==> src/rtl/accel_tilt_pitch_roll_filter_core_assert.svh <==
// Assertion macros for the tilt filter core.
// Used by the top level; no other dependencies.
`ifndef ACCEL_TILT_PITCH_ROLL_FILTER_CORE_ASSERT_SVH
`define ACCEL_TILT_PITCH_ROLL_FILTER_CORE_ASSERT_SVH

// property that holds in the cycle after the antecedent
`define ATP_ASSERT_NEXT(lbl, ante, cons) \
  lbl: assert property (@(posedge clk) disable iff (!rst_n) (ante) |=> (cons)) \
    else $error("assertion failed");

// property that holds at the same edge
`define ATP_ASSERT_SAME(lbl, ante, cons) \
  lbl: assert property (@(posedge clk) disable iff (!rst_n) (ante) |-> (cons)) \
    else $error("assertion failed");

`endif

==> src/rtl/atprf_pkg.sv <==
// Shared constants and types for the tilt filter core.
// No dependencies.
package atprf_pkg;
  localparam int SAMPLE_BITS_DEF = 16;
  localparam int ANGLE_BITS_DEF  = 16;
  localparam int NITER           = 24;
  localparam int ITER_BITS       = 5;
  localparam int DW              = 64;
  localparam logic [20:0] GAIN_Q20 = 21'd1726753;
  localparam logic [15:0] BLEND_RESET = 16'd3277;

  // configuration register indexes
  localparam logic CFG_BLEND = 1'b0;
  localparam logic CFG_MOUNT = 1'b1;

  // CORDIC command to the shared unit
  localparam logic OP_ROT = 1'b0;
  localparam logic OP_VEC = 1'b1;

  typedef struct packed {
    logic             start;
    logic             op;
    logic signed [DW-1:0] x;
    logic signed [DW-1:0] y;
    logic [31:0]      ang;
  } cordic_req_t;

  typedef struct packed {
    logic             done;
    logic signed [DW-1:0] x;
    logic signed [DW-1:0] y;
    logic [31:0]      ang;
  } cordic_rsp_t;

  function automatic logic [31:0] atan_lut(input logic [ITER_BITS-1:0] i);
    logic [31:0] v;
    case (i)
      5'd0:  v = 32'h20000000;  5'd1:  v = 32'h12E4051E;
      5'd2:  v = 32'h09FB385B;  5'd3:  v = 32'h051111D4;
      5'd4:  v = 32'h028B0D43;  5'd5:  v = 32'h0145D7E1;
      5'd6:  v = 32'h00A2F61E;  5'd7:  v = 32'h00517C55;
      5'd8:  v = 32'h0028BE53;  5'd9:  v = 32'h00145F2F;
      5'd10: v = 32'h000A2F98;  5'd11: v = 32'h000517CC;
      5'd12: v = 32'h00028BE6;  5'd13: v = 32'h000145F3;
      5'd14: v = 32'h0000A2FA;  5'd15: v = 32'h0000517D;
      5'd16: v = 32'h000028BE;  5'd17: v = 32'h0000145F;
      5'd18: v = 32'h00000A30;  5'd19: v = 32'h00000518;
      5'd20: v = 32'h0000028C;  5'd21: v = 32'h00000146;
      5'd22: v = 32'h000000A3;  5'd23: v = 32'h00000051;
      default: v = 32'h0;
    endcase
    return v;
  endfunction
endpackage

==> src/rtl/atprf_cordic.sv <==
// Shared iterative CORDIC unit: rotate or vector, one iteration per cycle.
// Depends on atprf_pkg.
module atprf_cordic
  import atprf_pkg::*;
(
  input  logic        clk,
  input  logic        rst_n,
  input  cordic_req_t req,
  output cordic_rsp_t rsp
);
  logic signed [DW-1:0] x_r, x_nxt, y_r, y_nxt;
  logic [31:0] r_r, r_nxt;
  logic [ITER_BITS-1:0] it_r, it_nxt;
  logic busy_r, busy_nxt, op_r, op_nxt, done_r, done_nxt;
  logic signed [DW-1:0] dx, dy;
  logic [31:0] at, pre_a;
  logic dir;

  assign at = atan_lut(it_r);
  assign dx = y_r >>> it_r;
  assign dy = x_r >>> it_r;
  // rotate: drive residual angle to zero; vector: drive y to zero
  assign dir = (op_r == OP_ROT) ? !r_r[31] : (y_r > 0);

  always_comb begin
    x_nxt = x_r; y_nxt = y_r; r_nxt = r_r; it_nxt = it_r;
    busy_nxt = busy_r; op_nxt = op_r; done_nxt = 1'b0;
    pre_a = req.ang + 32'h40000000;
    if (req.start) begin
      op_nxt = req.op; it_nxt = '0; busy_nxt = 1'b1;
      x_nxt = req.x; y_nxt = req.y; r_nxt = req.ang;
      if (req.op == OP_ROT) begin
        if (pre_a[31]) begin
          x_nxt = -req.x; y_nxt = -req.y; r_nxt = req.ang + 32'h80000000;
        end
      end else begin
        r_nxt = '0;
        if (req.x == 0 && req.y == 0) begin
          busy_nxt = 1'b0; done_nxt = 1'b1; x_nxt = '0;
        end else if (req.x < 0) begin
          x_nxt = -req.x; y_nxt = -req.y; r_nxt = 32'h80000000;
        end
      end
    end else if (busy_r) begin
      if (dir) begin
        x_nxt = x_r - dx; y_nxt = y_r + dy;
      end else begin
        x_nxt = x_r + dx; y_nxt = y_r - dy;
      end
      if (op_r == OP_VEC) begin
        x_nxt = dir ? x_r + dx : x_r - dx;
        y_nxt = dir ? y_r - dy : y_r + dy;
        r_nxt = dir ? r_r + at : r_r - at;
      end else begin
        r_nxt = dir ? r_r - at : r_r + at;
      end
      it_nxt = it_r + 1'b1;
      if (it_r == ITER_BITS'(NITER - 1)) begin
        busy_nxt = 1'b0; done_nxt = 1'b1;
      end
    end
  end

  always_ff @(posedge clk) begin
    if (!rst_n) begin
      busy_r <= 1'b0; done_r <= 1'b0; it_r <= '0; op_r <= OP_ROT;
    end else begin
      busy_r <= busy_nxt; done_r <= done_nxt; it_r <= it_nxt; op_r <= op_nxt;
    end
    x_r <= x_nxt; y_r <= y_nxt; r_r <= r_nxt;
  end

  assign rsp.done = done_r;
  assign rsp.x    = x_r;
  assign rsp.y    = y_r;
  assign rsp.ang  = r_r;
endmodule

==> src/rtl/accel_tilt_pitch_roll_filter_core.sv <==
// Top level of the tilt filter: sequencer, multiplier and state registers.
// Depends on atprf_pkg, atprf_cordic and the assertion macro header.
// An accepted word runs through 9 CORDIC passes on the single shared unit before
// out_tvalid; a zero-vector vectoring pass finishes without iterating.
// One word at a time: in_tready is low while a word is in work.
// Reset (synchronous, rst_n low): registers to defaults, angle state zero.
module accel_tilt_pitch_roll_filter_core
  import atprf_pkg::*;
#(
  parameter int SAMPLE_BITS = SAMPLE_BITS_DEF,
  parameter int ANGLE_BITS  = ANGLE_BITS_DEF
) (
  input  logic clk,
  input  logic rst_n,
  input  logic in_tvalid,
  output logic in_tready,
  // accel_x, accel_y, accel_z from bit 0 up, zero filled to bytes
  input  logic [((3*SAMPLE_BITS+7)/8)*8-1:0] in_tdata,
  output logic out_tvalid,
  input  logic out_tready,
  // pitch_angle, roll_angle from bit 0 up, zero filled to bytes
  output logic [((2*ANGLE_BITS+7)/8)*8-1:0] out_tdata,
  input  logic cfg_we,
  input  logic cfg_index,
  input  logic [((ANGLE_BITS > 16) ? ANGLE_BITS : 16)-1:0] cfg_wdata
);
  localparam int OW = ((2*ANGLE_BITS+7)/8)*8;
  localparam int SH = 40 - SAMPLE_BITS;
  localparam int AS = 32 - ANGLE_BITS;

  localparam logic [3:0] S_IDLE = 4'd0, S_MROT = 4'd1, S_MUL1 = 4'd2,
    S_RVEC = 4'd3, S_MUL2 = 4'd4, S_PVEC = 4'd5, S_B1 = 4'd6, S_B2 = 4'd7,
    S_B3 = 4'd8, S_OUT = 4'd9;

  logic [3:0] st_r, st_nxt;
  logic [1:0] bsel_r, bsel_nxt; // 0 pitch, 1 roll
  logic launch_r, launch_nxt;
  logic [15:0] weight_r;
  logic [ANGLE_BITS-1:0] mount_r, pitch_r, roll_r, pitch_nxt, roll_nxt;
  logic signed [DW-1:0] zk_r, zk_nxt, yf_r, yf_nxt, mag_r, mag_nxt;
  logic signed [DW-1:0] bx_r, bx_nxt, by_r, by_nxt;
  logic [31:0] nroll_r, nroll_nxt, npitch_r, npitch_nxt;
  logic out_v_r, out_v_nxt;
  logic [OW-1:0] out_d_r, out_d_nxt;
  cordic_req_t req;
  cordic_rsp_t rsp;
  logic signed [DW-1:0] mul_a, mul_p;
  logic signed [DW-1:0] sx, sy, sz;
  logic [31:0] old_a, new_a, fin;

  atprf_cordic u_cordic (.clk(clk), .rst_n(rst_n), .req(req), .rsp(rsp));

  assign sx = DW'($signed(in_tdata[SAMPLE_BITS-1:0])) <<< SH;
  assign sy = DW'($signed(in_tdata[2*SAMPLE_BITS-1:SAMPLE_BITS])) <<< SH;
  assign sz = DW'($signed(in_tdata[3*SAMPLE_BITS-1:2*SAMPLE_BITS])) <<< SH;

  // gain compensation multiply; operand is below 2^41 in magnitude
  assign mul_p = (mul_a * $signed({1'b0, GAIN_Q20})) >>> 20;
  assign in_tready = (st_r == S_IDLE);
  assign fin = rsp.ang + (32'd1 << (31 - ANGLE_BITS));

  always_comb begin
    mul_a = (st_r == S_MUL1) ? zk_r : yf_r;
    old_a = (bsel_r == 2'd0) ? {pitch_r, AS'(0)} : {roll_r, AS'(0)};
    new_a = (bsel_r == 2'd0) ? npitch_r : nroll_r;
  end

  always_comb begin
    st_nxt = st_r; bsel_nxt = bsel_r; launch_nxt = 1'b0;
    zk_nxt = zk_r; yf_nxt = yf_r; mag_nxt = mag_r; bx_nxt = bx_r; by_nxt = by_r;
    nroll_nxt = nroll_r; npitch_nxt = npitch_r;
    pitch_nxt = pitch_r; roll_nxt = roll_r;
    out_v_nxt = out_v_r && !out_tready; out_d_nxt = out_d_r;
    req = '0;
    case (st_r)
      S_IDLE: begin
        if (in_tvalid) begin
          req.start = 1'b1; req.op = OP_ROT; req.x = sx; req.y = sy;
          req.ang = {mount_r, AS'(0)};
          zk_nxt = sz; st_nxt = S_MROT;
        end
      end
      S_MROT: if (rsp.done) begin
        yf_nxt = rsp.y; mag_nxt = rsp.x; st_nxt = S_MUL1;
      end
      S_MUL1: begin
        req.start = 1'b1; req.op = OP_VEC; req.x = mul_p; req.y = mag_r;
        st_nxt = S_RVEC;
      end
      S_RVEC: if (rsp.done) begin
        nroll_nxt = 32'd0 - rsp.ang; mag_nxt = rsp.x; st_nxt = S_MUL2;
      end
      S_MUL2: begin
        req.start = 1'b1; req.op = OP_VEC; req.x = mag_r; req.y = mul_p;
        st_nxt = S_PVEC;
      end
      S_PVEC: if (rsp.done) begin
        npitch_nxt = rsp.ang; bsel_nxt = 2'd0; st_nxt = S_B1; launch_nxt = 1'b1;
      end
      S_B1: begin
        if (launch_r) begin
          req.start = 1'b1; req.op = OP_ROT; req.ang = new_a;
          req.x = DW'({1'b0, weight_r}) <<< 20;
        end else if (rsp.done) begin
          bx_nxt = rsp.x; by_nxt = rsp.y; st_nxt = S_B2; launch_nxt = 1'b1;
        end
      end
      S_B2: begin
        if (launch_r) begin
          req.start = 1'b1; req.op = OP_ROT; req.ang = old_a;
          req.x = (DW'(65536) - DW'({1'b0, weight_r})) <<< 20;
        end else if (rsp.done) begin
          bx_nxt = bx_r + rsp.x; by_nxt = by_r + rsp.y;
          st_nxt = S_B3; launch_nxt = 1'b1;
        end
      end
      S_B3: begin
        if (launch_r) begin
          req.start = 1'b1; req.op = OP_VEC; req.x = bx_r; req.y = by_r;
        end else if (rsp.done) begin
          if (bsel_r == 2'd0) begin
            pitch_nxt = fin[31:AS]; bsel_nxt = 2'd1;
            st_nxt = S_B1; launch_nxt = 1'b1;
          end else begin
            roll_nxt = fin[31:AS]; st_nxt = S_OUT;
          end
        end
      end
      S_OUT: begin
        if (!out_v_r || out_tready) begin
          out_v_nxt = 1'b1;
          out_d_nxt = OW'({roll_r, pitch_r});
          st_nxt = S_IDLE;
        end
      end
      default: st_nxt = S_IDLE;
    endcase
  end

  always_ff @(posedge clk) begin
    if (!rst_n) begin
      st_r <= S_IDLE; bsel_r <= 2'd0; launch_r <= 1'b0; out_v_r <= 1'b0;
      weight_r <= BLEND_RESET;
      mount_r <= ANGLE_BITS'((1 << ANGLE_BITS) / 12);
      pitch_r <= '0; roll_r <= '0;
    end else begin
      st_r <= st_nxt; bsel_r <= bsel_nxt; launch_r <= launch_nxt;
      out_v_r <= out_v_nxt; pitch_r <= pitch_nxt; roll_r <= roll_nxt;
      if (cfg_we) begin
        if (cfg_index == CFG_BLEND) weight_r <= 16'(cfg_wdata);
        else mount_r <= ANGLE_BITS'(cfg_wdata);
      end
    end
    zk_r <= zk_nxt; yf_r <= yf_nxt; mag_r <= mag_nxt; bx_r <= bx_nxt;
    by_r <= by_nxt; nroll_r <= nroll_nxt; npitch_r <= npitch_nxt;
    out_d_r <= out_d_nxt;
  end

  assign out_tvalid = out_v_r;
  assign out_tdata  = out_d_r;

`include "accel_tilt_pitch_roll_filter_core_assert.svh"
  `ATP_ASSERT_SAME(a_busy_not_ready, st_r != S_IDLE, !in_tready)
  `ATP_ASSERT_NEXT(a_accept_starts, in_tvalid && in_tready, st_r == S_MROT)
  `ATP_ASSERT_NEXT(a_out_sets_valid, st_r == S_OUT && (!out_v_r || out_tready),
    out_tvalid)
endmodule
==> config.mk <==
export PLATFORM = sky130hd
export DESIGN_NAME = accel_tilt_pitch_roll_filter_core
export DESIGN_NICKNAME = d
export VERILOG_FILES = /design/src/rtl/atprf_pkg.sv /design/src/rtl/atprf_cordic.sv /design/src/rtl/accel_tilt_pitch_roll_filter_core.sv
export VERILOG_INCLUDE_DIRS = /design/src /design/src/rtl
export SDC_FILE = /design/constraint.sdc
export NUM_CORES = 2
export LEC_CHECK = 0
export ABC_AREA = 1
export BUFFER_PORTS_ARGS = -buffer_cell sky130_fd_sc_hd__buf_2
export CORE_AREA = 2 2 539 541
export CTS_CLUSTER_SIZE = 12
export DETAILED_ROUTE_END_ITERATION = 12
export DIE_AREA = 0 0 541 543
export GPL_TIMING_DRIVEN = 0
export PLACE_DENSITY = 0.43
export SYNTH_ARGS = -nofsm -noshare
export SYNTH_HDL_FRONTEND = slang
export SYNTH_SLANG_ARGS = --single-unit
==> constraint.sdc <==
create_clock -name clk -period 14.5 [get_ports clk]
set_clock_uncertainty 0.15 [all_clocks]
set_input_delay 0.725 -clock clk [delete_from_list [all_inputs] [get_ports clk]]
set_output_delay 0.725 -clock clk [all_outputs]
set_load 0.05 [all_outputs]
; ---- After elaboration in Yosys (flattened, before gate mapping)
; Memory sizes are Yosys's and may differ from the RTL's. A register that Yosys moved wholly into a read port is not among the register bits.
; Cells that the tools add are included.
; Widths: inputs -> output; s select.
[op_classes]
addsub = 16
multipliers = 1
n_lt_le_gt_ge = 2
n_eq_ne = 22
shift = 2
muxes = 88
bitwise_logic = 4
reduce_logical = 29
[op_table]
columns = cell, count
row1 = $mux 64, 27
row2 = $mux 32, 13
row3 = $pmux 66 s6, 1
row4 = $add 64x64->64, 4
row5 = $pmux 64 s2, 2
row6 = $pmux 64 s4, 1
row7 = $mux 162, 1
row8 = $mux 66, 2
row9 = $mux 130, 1
row10 = $logic_not 64->1, 2
row11 = $neg 64->64, 2
row12 = $sshr 64x5->64, 2
row13 = $sub 64x64->64, 2
row14 = $pmux 32 s3, 1
row15 = $gt 64x1->1 const B, 1
row16 = $lt 64x1->1 const B, 1
row17 = $mul 64x22->64 const B, 1
row18 = $mux 4, 12
row19 = $pmux 4 s10, 1
row20 = $add 32x16->32 const B, 1
row21 = $add 32x31->32 const B, 1
row22 = $add 32x32->32, 1
row23 = $add 32x32->32 const B, 1
row24 = $sub 1x32->32 const A, 1
row25 = other kinds (27), 82
[totals]
reg_bits = 608
romBits = 960
in_bits = 70
out_inout_bits = 34
elab_cells = 188
memories = 1
[mem_list]
columns = name, words, width, rd, rd_clocked_by_memory_dff, write_ports, line
row1 = (no name shown), 32, 30, 1, 1, 0, atprf_pkg.sv:37  ; case (i)

; ---- Depth between registers and ports, before layout
[depth]
depth_word = 9
ltp_mapped = 50
mapped_depth_nobuf = 44

; ---- By module
; A second synthesis with hierarchy kept.
[unflattened]
hier_cells = 16190
hier_area_um2 = 97901.4
[modules_own_cells]
columns = module, instances, cells_per_inst, area_each_um2, seq_area_each_um2
row1 = atprf_cordic, 1, 10065, 51577.0, 5565.3
row2 = accel_tilt_pitch_roll_filter_core, 1, 6125, 46324.4, 12472.0

; ---- Worst setup path after synthesis
; Ideal clock, no wire load.
[synth_path]
path_kind = register to register
from = register st_r[2]
to = register bx_r[0], enable pin
setup_ns = 0.775
arrival_time_ns = 9.328
required_ns = 13.575
path_slack_ns = 4.247
stages_incl_launch_ff = 5
path_buffers = 0
period_less_slack_ns = 10.253
path_cell_list = dfxtp_1 inv_1 nor2_1 nand2_1 nor3_1
[synth_between]
elab_chain_len = 3
elab_cells_between_ends = 8
cone_classes = eq/ne: 6 / reduce/logical: 2
[synth_rtl]
columns = element, line
row1 = "start, declared", accel_tilt_pitch_roll_filter_core.sv:35  ; logic [3:0] st_r, st_nxt;
row2 = "start signal, assigned", accel_tilt_pitch_roll_filter_core.sv:147  ; st_r <= st_nxt; bsel_r <= bsel_nxt; launch_r <= launch_nxt;
row3 = $eq 4x3->1, accel_tilt_pitch_roll_filter_core.sv:75  ; case (st_r)
row4 = $ne 2x1->1 (no source line) (tied with other cells), --
row5 = $reduce_and 5->1 (no source line) (*), --
row6 = "end signal, assigned", accel_tilt_pitch_roll_filter_core.sv:154  ; zk_r <= zk_nxt; yf_r <= yf_nxt; mag_r <= mag_nxt; bx_r <= bx_nxt;
row7 = "end, declared", accel_tilt_pitch_roll_filter_core.sv:41  ; logic signed [DW-1:0] bx_r, bx_nxt, by_r, by_nxt;
; Every way passes the cells marked *; elsewhere a longest branch is shown, timed or not.
; A chain may end at the register's enable or synchronous reset.

; ---- Final worst setup path
[layout_path]
from = register st_r[1]
to = register u_cordic.x_r[0], data pin
[layout_between]
elab_chain_len = 9
elab_cells_between_ends = 22
cone_classes = add/sub: 2 / mul: 1 / order compare: 1 / eq/ne: 5 / mux: 9 / reduce/logical: 4
[layout_rtl]
columns = element, line
row1 = $eq 4x2->1, "accel_tilt_pitch_roll_filter_core.sv:63, accel_tilt_pitch_roll_filter_core.sv:75"
row2 = $mux 64, accel_tilt_pitch_roll_filter_core.sv:63  ; mul_a = (st_r == S_MUL1) ? zk_r : yf_r;
row3 = $mul 64x22->64, accel_tilt_pitch_roll_filter_core.sv:58  ; assign mul_p = (mul_a * $signed({1'b0, GAIN_Q20})) >>> 20;
row4 = $pmux 66 s6 or $pmux 64 s4 (tied branches), accel_tilt_pitch_roll_filter_core.sv:75
row5 = $neg 64->64 (tied with other cells), "atprf_cordic.sv:34, atprf_cordic.sv:41"
row6 = $mux 64 or $logic_and 1x1->1 (tied branches), "atprf_cordic.sv:40, atprf_cordic.sv:38"
row7 = $mux 64, atprf_cordic.sv:38  ; if (req.x == 0 && req.y == 0) begin
row8 = $mux 64, atprf_cordic.sv:32  ; if (req.op == OP_ROT) begin
row9 = $mux 64 (*), atprf_cordic.sv:29  ; if (req.start) begin
row10 = named net u_cordic.x_nxt[0], atprf_cordic.sv:11  ; logic signed [DW-1:0] x_r, x_nxt, y_r, y_nxt;
row11 = "end signal, assigned", atprf_cordic.sv:70  ; x_r <= x_nxt; y_r <= y_nxt; r_r <= r_nxt;
row12 = "end, declared", atprf_cordic.sv:11
; The timed path passes the listed nets; every way through them passes the cells marked *.

==> results.md <==
* Post-synth EDFFs at 528
* Iter 0 DRT Violations at 12.2k
* Pins Over Slew Limit at 80
* Initial core utilization at 30.0%
* CP max-delay cell: nor3_1
* Slew margin rel. at -13.8%
* Netlist cell types at 74
* Die ar. at 294000 um^2
* CP arrival at 13610 ps
* Most common library cell in the layout ignoring fill and taps: nand2_1
* Syn Area/Cell at 6.52 um^2
* Chip height at 543 um
* Worst-margin pin slew at 1690 ps
* Hold Violations, Final at 0
* Status: finished with violations
* Setup repair bufs after CTS at 0
* Post-synth top area share at 18.4%
* Final Cycle Share at 91.0%
* Mapped Cells at 13.2k
* Area Growth Syn to Fin at 10.7%
* GP Congestion at 1.10
* Synthesized area at 86100 um^2
* Vias in the first global route at 91.4k
* TNS Setup at 0 ps
* Mapped Nets at 14.3k
* First-pass GRT wire length at 758 mm
* Post-layout util at 33.2%
* H-tree Lvls at 3
* Cell row count at 197
* Worst Path Required at 14920 ps
* Post-synthesis sequential area ratio at 20.9%
* HP Class: in2reg
* Largest net degree at the start of global routing at 57
* Failing checks: capacitance limit, slew limit
* Core box area at 287000 um^2
* TritonRoute pass-1 iters at 10
* Fin nets at 14.6k
* PostCTS Resize Cnt at 0
* Unrepaired setup endpoints after global routing: false
* CTS hold repair buffers at 20
* I/O pins at 104
* Port Buffers at 102
* TritonCTS clock tree: done
* Vias/cell at 5.58
* Initial antenna violation count at 48
* Final wirelength at 565 mm
* Maximum clock path buffer count at 4
* Max Cap Viol at 15
* CTS buffer count at 93
* Post-DP HPWL at 482 mm
* Root Driver: clkbuf_16
* Synth Flop Type: edfxtp_1
* Most frequent cells in the layout: 2654 x nand2_1, 2469 x inv_1, 1383 x nor2_1, 1248 x o21ai_0, 1044 x a21oi_1
* DR vias at 96.8k
* Peak per-stage delay on the critical path at 870 ps
* Top cells by area, synth: edfxtp_1 18%, nand2_1 12%, inv_1 11%, ha_1 11%, o21ai_0 7.3%
* Antenna-violating nets left at 0
* WL/cell at 32.6 um
* Die Width at 541 um
* GRT Total Usage at 37.2%
* Max frequency at 0.0758 GHz
* Worst-Skew Late Latency at 860 ps
* Final setup viols at 0
* Residual DRC count at 0
* Area after DPL at 92000 um^2
* Worst setup SP type: flip-flop
* Reg clk slew, reported paths at 60 ps
* Cell accounting for the most synthesized area: edfxtp_1
* Cell mode on critical path: nand2_1
* Grt total ovfl at 0
* Setup Crit Path Kind: reg2reg
* CP Max Fanout at 10
* Worst Setup End Kind: flip-flop
* Asr flop ratio synth at 0%
* Warnings, synthesis at 0
* Fraction of layout cells with a size suffix above 1 at 4.52%
* Clock sinks at 637
* Min cycle time layout at 13190 ps
* Flops & latches, synth at 637
* Final Instance Area at 95300 um^2
==> registers in the layout (all words and copies together) (netlist names) <==
register,count
st_r,4
zk_r,16
bsel_r,1
u_cordic.op_r,1
out_tvalid,1
launch_r,1
mount_r,16
u_cordic.done_r,1
u_cordic.y_r,64
mag_r,64
out_tdata,32
bx_r,64
by_r,64
u_cordic.busy_r,1
pitch_r,16
roll_r,16
npitch_r,32
u_cordic.x_r,64
nroll_r,32
weight_r,16
u_cordic.at,30
u_cordic.it_r,5
u_cordic.r_r,32
yf_r,64
==> worst paths after layout <==
| path | start | to | slack [ps] | cells after the start |
|---|---|---|---|---|
| min | cfg_wdata[8] | mount_r[8]$_SDFFE_PN1P_ | 50 | 3 |
| max | st_r[1]$_SDFFE_PN0P_ | u_cordic.x_r[0]$_DFFE_PP_ | 1310 | 41 |
| max reg2reg | st_r[1]$_SDFFE_PN0P_ | u_cordic.x_r[0]$_DFFE_PP_ | 1310 | 41 |
| min reg2reg | pitch_r[13]$_SDFFE_PN0P_ | out_tdata[13]$_DFFE_PP_ | 290 | 0 |
==> logic make-up after synthesis <==
logic type	count (synthesis)	share of synthesized area, %
flops	637	20.9
buf+inv	2910	12.8
simple gates	5398	26.4
compound gates	2934	18.9
mux	69	0.802
fa+ha+maj	1044	17.8
xor+xnor	226	2.30
==> cell usage after synthesis (9+ instances only) <==
library cell and n:
a221oi_1 52, inv_2 12, and3_1 9, nand2_1 2655, o22ai_1 40, o31ai_1 26, or2_2 102, nand2_2 19
xnor2_1 46, o221ai_1 22, a211oi_1 26, ha_1 740, nor3_1 103, o21a_1 54, o311ai_0 10, nor2_4 15
nor4_1 46, a21o_1 38, nand4_1 146, o21ai_0 1257, a21oi_1 1045, a22o_1 9, buf_2 28, o211ai_1 88
o21bai_1 45, or2_1 9, inv_1 2469, edfxtp_1 528, buf_1 63, mux2i_1 69, nor2_1 1386, o2111ai_1 13
a21boi_0 30, a31o_2 34, clkbuf_1 323, a31oi_1 101, o21ai_1 10, nand3b_1 40, nor2_2 18, xor2_1 180
nand3_1 822, fa_1 304, dfxtp_1 109
==> through the flow <==
| stage | std cells | setup slack (ps) | hold WS (ps) |
|---|---|---|---|
| after floorplan | 13200 | 4250 | 258 |
| after global placement | 17100 | -4060 | 270 |
| after detailed placement | 17100 | 1530 | 267 |
| after CTS | 17300 | 1510 | 0.676 |
| after global routing | 17300 | 1000 | 45.0 |
| final | 17300 | 1310 | 53.4 |
==> metal layers <==
metal | GRT usage [%] | share of wire, % | up-vias
met1 | 49.3 | 42 | 47200
li1 | - | - | 43800
met5 | 0 | 0.026 | -
met4 | 22.8 | 7.3 | 22
met3 | 5.86 | 8.4 | 999
met2 | 56.6 | 42 | 4780
==> critical path, delay by kind of cell (launching register included) <==
| family | cells | cell delay (ps) |
|---|---|---|
| DFF | 1 | 380 |
| adders and majority gates | 8 | 3670 |
| AOI/OAI and AO/OA | 2 | 630 |
| and+or+nand+nor | 20 | 4710 |
| buffers and inverters | 11 | 3340 |
==> cell type report <==
cell class | count | area, um^2
clock buffers | 114 | 2570
flip-flops and latches | 637 | 18000
inverters | 2486 | 9330
well taps | 3781 | 4730
multi-input cells | 9671 | 57100
fillers | 32600 | 192000
diodes | 17 | 42.5
plain buffers | 424 | 1740
clock inverters | 51 | 460
repair buffers | 166 | 1280
Power is not shown: default switching activity piles up to over one toggle a cycle in this logic, so the estimate is an artifact.
